## src/sv/fve_pkg.sv

```systemverilog
// Package for the flow-to-velocity estimator: widths, register codes, control types.
`default_nettype none
package fve_pkg;

    localparam int FRAMES_PER_REPORT_DEF = 2;

    localparam int S_DATA_W   = 136;
    localparam int M_DATA_W   = 104;
    localparam int CFG_IDX_W  = 3;
    localparam int CFG_DATA_W = 19;

    localparam int DVD_W = 44;   // dividend magnitude width
    localparam int DVS_W = 36;   // divisor width (focal * interval)

    localparam logic [27:0] FLOW_SCALE = 28'd256000000;

    localparam logic [CFG_IDX_W-1:0] CFG_GYRO_EN    = 3'd0;
    localparam logic [CFG_IDX_W-1:0] CFG_GYRO_THR   = 3'd1;
    localparam logic [CFG_IDX_W-1:0] CFG_WEIGHT     = 3'd2;
    localparam logic [CFG_IDX_W-1:0] CFG_LP_SEL     = 3'd3;
    localparam logic [CFG_IDX_W-1:0] CFG_USE_FILT   = 3'd4;
    localparam logic [CFG_IDX_W-1:0] CFG_FOCAL      = 3'd5;
    localparam logic [CFG_IDX_W-1:0] CFG_MAX_DIST   = 3'd6;

    localparam logic [18:0] RST_GYRO_THR = 19'd0;
    localparam logic [15:0] RST_WEIGHT   = 16'd19661;
    localparam logic [15:0] RST_FOCAL    = 16'd8000;
    localparam logic [15:0] RST_MAX_DIST = 16'd5000;

    typedef enum logic [3:0] {
        ST_IDLE,
        ST_PREP,
        ST_DIV_GO,
        ST_DIV_WAIT,
        ST_MUL_HI,
        ST_MUL_LO,
        ST_VEL,
        ST_LP_KEEP,
        ST_LP_NEW,
        ST_UPDATE,
        ST_ROUTE,
        ST_MEAN_GO,
        ST_MEAN_WAIT,
        ST_EMIT
    } state_t;

    typedef enum logic [3:0] {
        OP_NONE,
        OP_LOAD,
        OP_PREP,
        OP_DIV_AX,
        OP_TAKE_AX,
        OP_MUL_HI,
        OP_MUL_LO,
        OP_VEL,
        OP_LP_KEEP,
        OP_LP_NEW,
        OP_UPDATE,
        OP_DIV_MEAN,
        OP_TAKE_MEAN,
        OP_EMIT
    } op_t;

    typedef struct packed {
        op_t op;
    } cmd_t;

    typedef struct packed {
        logic div_done;
        logic report;
        logic need_mean;
        logic out_free;
    } status_t;

endpackage
`default_nettype wire

```

## src/sv/fve_ctrl.sv

```systemverilog
// Controller: sequences the datapath steps for one frame.
`default_nettype none
module fve_ctrl
    import fve_pkg::*;
(
    input  wire logic    aclk,
    input  wire logic    aresetn,
    input  wire logic    s_tvalid,
    output logic         s_tready,
    input  wire status_t status,
    output cmd_t         cmd
);
    state_t state_reg, state_next;

    always_ff @(posedge aclk) begin
        if (!aresetn) state_reg <= ST_IDLE;
        else          state_reg <= state_next;
    end

    always_comb begin
        state_next = state_reg;
        cmd.op     = OP_NONE;
        s_tready   = 1'b0;
        unique case (state_reg)
            ST_IDLE: begin
                s_tready = 1'b1;
                if (s_tvalid) begin
                    cmd.op     = OP_LOAD;
                    state_next = ST_PREP;
                end
            end
            ST_PREP: begin
                cmd.op     = OP_PREP;
                state_next = ST_DIV_GO;
            end
            ST_DIV_GO: begin
                cmd.op     = OP_DIV_AX;
                state_next = ST_DIV_WAIT;
            end
            ST_DIV_WAIT: begin
                if (status.div_done) begin
                    cmd.op     = OP_TAKE_AX;
                    state_next = ST_MUL_HI;
                end
            end
            ST_MUL_HI: begin
                cmd.op     = OP_MUL_HI;
                state_next = ST_MUL_LO;
            end
            ST_MUL_LO: begin
                cmd.op     = OP_MUL_LO;
                state_next = ST_VEL;
            end
            ST_VEL: begin
                cmd.op     = OP_VEL;
                state_next = ST_LP_KEEP;
            end
            ST_LP_KEEP: begin
                cmd.op     = OP_LP_KEEP;
                state_next = ST_LP_NEW;
            end
            ST_LP_NEW: begin
                cmd.op     = OP_LP_NEW;
                state_next = ST_UPDATE;
            end
            ST_UPDATE: begin
                cmd.op     = OP_UPDATE;
                state_next = ST_ROUTE;
            end
            ST_ROUTE: begin
                if (!status.report)        state_next = ST_IDLE;
                else if (status.need_mean) state_next = ST_MEAN_GO;
                else                       state_next = ST_EMIT;
            end
            ST_MEAN_GO: begin
                cmd.op     = OP_DIV_MEAN;
                state_next = ST_MEAN_WAIT;
            end
            ST_MEAN_WAIT: begin
                if (status.div_done) begin
                    cmd.op     = OP_TAKE_MEAN;
                    state_next = ST_EMIT;
                end
            end
            ST_EMIT: begin
                if (status.out_free) begin
                    cmd.op     = OP_EMIT;
                    state_next = ST_IDLE;
                end
            end
            default: state_next = ST_IDLE;
        endcase
    end
endmodule
`default_nettype wire

```

## config.mk

```make
export PLATFORM = sky130hd
export DESIGN_NAME = fve_ctrl
export DESIGN_NICKNAME = d
export VERILOG_FILES = /design/src/sv/fve_pkg.sv /design/src/sv/fve_ctrl.sv
export SDC_FILE = /design/constraint.sdc
export NUM_CORES = 1
export LEC_CHECK = 0
export ABC_AREA = 1
export BUFFER_PORTS_ARGS = -buffer_cell sky130_fd_sc_hd__buf_2
export CORE_AREA = 2 2 39 41
export CTS_CLUSTER_DIAMETER = 100
export DETAILED_ROUTE_END_ITERATION = 16
export DIE_AREA = 0 0 41 43
export SETUP_SLACK_MARGIN = 0.1
export SYNTH_ARGS = -nofsm -noshare
export SYNTH_HDL_FRONTEND = slang
export SYNTH_SLANG_ARGS = --single-unit
```

## constraint.sdc

```tcl
create_clock -name aclk -period 1.4 [get_ports aclk]
set_input_delay 0.14 -clock aclk [delete_from_list [all_inputs] [get_ports aclk]]
set_output_delay 0.14 -clock aclk [all_outputs]
set_load 0.02 [all_outputs]
```

==> impl_metrics.toml, run 1 <==
[timing]
drv_slew = 0
max_freq_ghz = 0.709
fin_crit_sh_pct = 101
rsz0062_at_grt = "true"
final-setup-viol-count = 1
setup_ws_ns = -0.0103
worstMarginPinSlew_ns = 0.308
finalCriticalPeriod_ns = 1.41
finalHoldViolations = 0
max_slew_margin_pct = 79.2
fin_skew_ns = 0.0117

[worst_setup_path]
arrival_ns = 1.27
worst_path_max_delay_cell = "dfxtp_4"
ff2ff_path_depth = 9
crit_path_cell_trace = "nand2_2, inv_4, nand2_1, o221ai_2, buf_4"
crit_path_max_incr_delay_ns = 0.40
critPathKind = "register to output port"
endpoint_kind = "output port"
crit_required_ns = 1.26
critPathLaunchType = "register"
crit_fanout = 6

[floorplanning]
dieHeight_um = 43
core_um2 = 1380
die_w_um = 41
placement_rows = 14
dieArea_um2 = 1760
io-pin-count = 12
start_util_pct = 30.7

[flow_run]
cap_viol_max_count = 0

[final_layout]
largest_register_ffs = 4
antenna_cells = 0
layout.nets = 111
postLayoutCoreUtil_pct = 56.2
n_fill_cell = 134
syn_to_final_growth_pct = 83.5
drive_above_1_share_pct = 64.7
instances_no_fill = 118

[run_status]
violations = "setup timing"
status = "finished with violations"

[clock_tree]
max-clock-path-buffers = 2
clock_latency_ns = 0.26
path_clk_slew_ns = 0.04
numCtsBuffers = 3
cts_sinks = 4
htreeDepth = 1
ctsHoldBuffers = 0
ctsRootBufferMaster = "clkbuf_4"
cts_tree = "done"

[global_route]
grt_pass1_wl_um = 2200
grtUsageMet2_pct = 30.6
met1_usage_pct = 21.9
grt_max_degree = 8
grt_overflow = 0
use_met3_pct = 4.71
grt_antenna_before_repair = 0
grt_pass1_vias = 525
grt_util_all_layers_pct = 19.1
top_usage_layer = "met2"

[min_path]
hold_path.class = "primary input to register"
hold_depth = 3

[routing]
finalWirelength_um = 1480
ant_nets = 0
via_per_inst = 4.87
vias = 575
drt_iter0_drc = 8
route.detailed.drc = 0
drt_first_pass_iters = 4
routedWlPerCell_um = 12.5

[logic_synthesis]
synth_cells = 74
synth-main-ff-cell = "dfxtp_1"
synth-edff-count = 0
synth_nets = 81
synth_cell_type_count = 18
synthMostInstantiatedCell = "nand2_1"
ys_seq_area_share_pct = 18.9
avgSynthCellArea_um2 = 5.73
synth_area_leaders = "dfxtp_1 19%, nand2_1 18%, nand3_1 11%"
yosys.area.top_type = "dfxtp_1"
ys_ff_latch = 4
ys_warn_count = 0
synth_top_cell_area_share_pct = 18.9
synth_commonest_cells = "20 x nand2_1, 10 x inv_1, 9 x nand3_1, 7 x nor2_1"
syn_area_um2 = 424
async_flop_share_pct = 0

[pwr]
p_sw_share_pct = 49.4
vdd_drop_max_mv = 0.927
combPwrFrac_pct = 70.4
power_frac_clock_pct = 11.6
p_total_mw = 1.41
power.switching_uw = 695
sequentialPowerShare_pct = 18.0
p_int_uw = 711
leakage_nw = 0.384
power.density_nw_per_um2 = 1810

[placement]
dp_cells = 102
gp_congestion = 0.817
dp_hpwl_um = 807
io_buffers = 11
-- final timing paths --
path	startpoint	end	slack [ns]
worst max-delay path	state_reg[1]	cmd[2]	-0.01
worst min register to register	state_reg[0]	state_reg[0]	0.54
worst min-delay path	aresetn	state_reg[1]	0.09
worst max register to register	state_reg[2]	state_reg[0]	0.12
-- placed cells by master, fill, tap and decap left out, types with 5 or more instances in the layout --
| master | synthesis | layout |
|---|---|---|
| buf_4 | 0 | 15 |
| o21ai_2 | 1 | 5 |
| nand2_1 | 20 | 13 |
| buf_2 | 0 | 6 |
| inv_1 | 10 | 7 |
| nand3_2 | 2 | 5 |
| nor2_4 | 1 | 5 |
| nand3_1 | 9 | 6 |
| nand2_2 | 2 | 7 |
-- cell families after synthesis --
kind of cell,after synthesis,share of synthesized area [%]
DFF,4,18.9
and+or+nand+nor,46,54.3
AOI/OAI and AO/OA,12,15.9
buffers and inverters,12,10.9
-- per-stage QoR --
stage	TNS (ns)	setup WS (ns)	hold WS, ns	area [um^2]
after floorplan	0	0.184	0.238	424
after global placement	0	0.0476	0.341	507
after detailed placement	0	0.0845	0.348	507
after CTS	-0.00166	-0.00166	0.0901	644
after global routing	-0.161	-0.0671	0.105	778
final	-0.0103	-0.0103	0.0941	778
-- power by group through the flow --
| stage | Sequential (mW) | Combinational [mW] | Clock, mW |
|---|---|---|---|
| floorplan | 0.196 | 0.457 | 0 |
| global placement | 0.210 | 0.605 | 0 |
| detailed placement | 0.207 | 0.600 | 0 |
| CTS | 0.245 | 0.743 | 0.165 |
| global route | 0.262 | 1.07 | 0.175 |
| finish | 0.254 | 0.990 | 0.163 |
-- worst max-delay path: cells and delay by family (launching register included) --
family	cells	cell delay, ns
DFF	1	0.40
buffers and inverters	2	0.26
and+or+nand+nor	2	0.20
AOI/OAI and AO/OA	1	0.16
-- final cells by class --
| cell class | count | area, um^2 | area share [%] |
|---|---|---|---|
| clock buffers | 3 | 22.5 | 2.89 |
| inverters | 12 | 52.6 | 6.75 |
| well taps | 16 | 20.0 | 2.57 |
| multi-input cells | 58 | 400 | 51.4 |
| flip-flops and latches | 4 | 95.1 | 12.2 |
| repair buffers | 25 | 188 | 24.1 |
-- per-layer routing --
layer	vias to the layer above	routed length, um
li1	298	-
met2	13	816
met5	-	0
met3	2	51
met1	262	586
met4	0	24
-- repair_timing --
item	CTS	global route
setup endpoints to repair	5	8
pin swaps	2	6
resized for setup	27	26
setup buffers	6	7
(Power assumes the default switching activity.)
==> run 2, diff against run 1 <==
==> constraint.sdc (replaced) <==
create_clock -name aclk -period 1.4 [get_ports aclk]
set_input_delay 0.21 -clock aclk [delete_from_list [all_inputs] [get_ports aclk]]
set_output_delay 0.21 -clock aclk [all_outputs]
set_load 0.02 [all_outputs]
==> run 2 against run 1 <==
Effect of this change: the run still ends with setup timing left; critical path depth rose by 2; first-iteration DRC count rose by 140%; cell area fell by 5.0%; clock power fell by 14%; critical path type unchanged; largest power group unchanged; highest routed layer is now met3.
==> impl_metrics.toml, run 2 (synthesis gave the netlist of run 1 again) <==
[run_status]
status = "finished with violations"
violations = "setup timing"

[routing]
drt_iter0_drc = 19
via_per_inst = 4.81
ant_nets = 0
routedWlPerCell_um = 11.2
route.detailed.drc = 0
finalWirelength_um = 1320
vias = 567
drt_first_pass_iters = 4

[final_layout]
final_common_cell = "nand2_1"
largest_register_ffs = 4
syn_to_final_growth_pct = 74.3
layout.nets = 111
drive_above_1_share_pct = 52.9
antenna_cells = 0
n_fill_cell = 143
mostFrequentLayoutCells = "16 x nand2_1, 12 x buf_4, 8 x inv_1, 8 x nand3_1, 7 x buf_2"

[clock_tree]
ctsHoldBuffers = 0
htreeDepth = 1
max-clock-path-buffers = 2
path_clk_slew_ns = 0.04
numCtsBuffers = 3
cts_tree = "done"
clock_latency_ns = 0.23
ctsRootBufferMaster = "clkbuf_4"
cts_sinks = 4

[worst_setup_path]
r2r_setup_slack_ns = 0.04
critPathLaunchType = "register"
timing.rr.end = "state_reg[3]"
rr_startpoint = "state_reg[3]"
critPathKind = "register to output port"
crit_fanout = 5
ff2ff_path_depth = 10
arrival_ns = 1.24
endpoint_kind = "output port"
crit_required_ns = 1.19

[floorplanning]
dieArea_um2 = 1760
die_w_um = 41
core_um2 = 1380
start_util_pct = 30.7
placement_rows = 14
dieHeight_um = 43
io-pin-count = 12

[global_route]
grt_util_all_layers_pct = 17.5
grt_pass1_vias = 488
grt_pass1_wl_um = 2100
grt_max_degree = 7
grt_antenna_before_repair = 0
grt_overflow = 0

[min_path]
hold_depth = 3
hold_path.class = "primary input to register"
min_to = "state_reg[1]"
hp-start = "aresetn"

[timing]
setup_ws_ns = -0.0489
max_freq_ghz = 0.690
worstMarginPinSlew_ns = 0.278
fin_skew_ns = 0.00338
rsz0062_at_grt = "true"
finalCriticalPeriod_ns = 1.45
max_slew_margin_pct = 81.2
fin_crit_sh_pct = 103
drv_slew = 0
final-setup-viol-count = 4
finalHoldViolations = 0

[pwr]
vdd_drop_max_mv = 0.859
power.density_nw_per_um2 = 1740
leakage_nw = 0.380
p_total_mw = 1.28

[placement]
dp_slack_ns = 0.0211
dp_hpwl_um = 926
io_buffers = 11
gp_congestion = 0.823

[flow_run]
cap_viol_max_count = 0
==> run 2: worst max path at each step <==
stage,start,endpoint,slack (ns),depth (start not counted)
floorplan,state_reg[2],cmd[0],0.11,5
global placement,state_reg[3],cmd[2],0.05,7
detailed placement,state_reg[3],cmd[2],0.02,7
CTS,state_reg[3],cmd[2],-0.07,7
global route,state_reg[2],cmd[2],-0.13,7
finish,state_reg[0],cmd[2],-0.05,7
==> run 2: layout make-up <==
class                   instances  area (um^2)  area share, %
clock buffers                   3         22.5           3.05
inverters                      12         51.3           6.94
multi-input cells              58          358           48.4
flip-flops and latches          4         95.1           12.9
well taps                      16         20.0           2.71
repair buffers                 25          193           26.1
==> run 2: what timing repair did <==
item,4_1_cts,5_1_grt
gates resized for setup,25,16
pin swaps,8,7
setup buffers,6,3
setup endpoints to repair,5,8
==> run 2: per-stage QoR <==
step	setup TNS [ns]	instance area (um^2)	hold WS [ns]	instances	util, %
after CTS	-0.126	661	0.170	115	47.7
after detailed placement	0	537	0.411	106	38.8
after global placement	0	537	0.417	106	38.8
after floorplan	0	424	0.308	74	-
final	-0.126	739	0.170	118	53.4
after global routing	-0.405	739	0.192	118	53.4
==> run 2: layer usage <==
metal	part of all wire [%]	track usage [%]	vias up
met5	0	0	-
met4	0	6.00	0
met3	4.5	4.71	0
met2	48	25.9	19
met1	47	23.4	252
li1	-	-	296
==> run 2: worst max-delay path, stage by stage, from the launching register on <==
cell and delay (ns):
dfxtp_4 0.38, inv_4 0.06, nor2_4 0.09, nand3_2 0.09, o21ai_1 0.08, inv_1 0.06
o221ai_1 0.06, buf_2 0.19
==> run 2: report_power, final <==
| part | switching (mW) | leakage (nW) | internal [mW] |
|---|---|---|---|
| sequential | 0.0765 | 0.0356 | 0.170 |
| clock | 0.0445 | 0.0138 | 0.0957 |
| combinational | 0.501 | 0.331 | 0.396 |
| total | 0.622 | 0.380 | 0.661 |
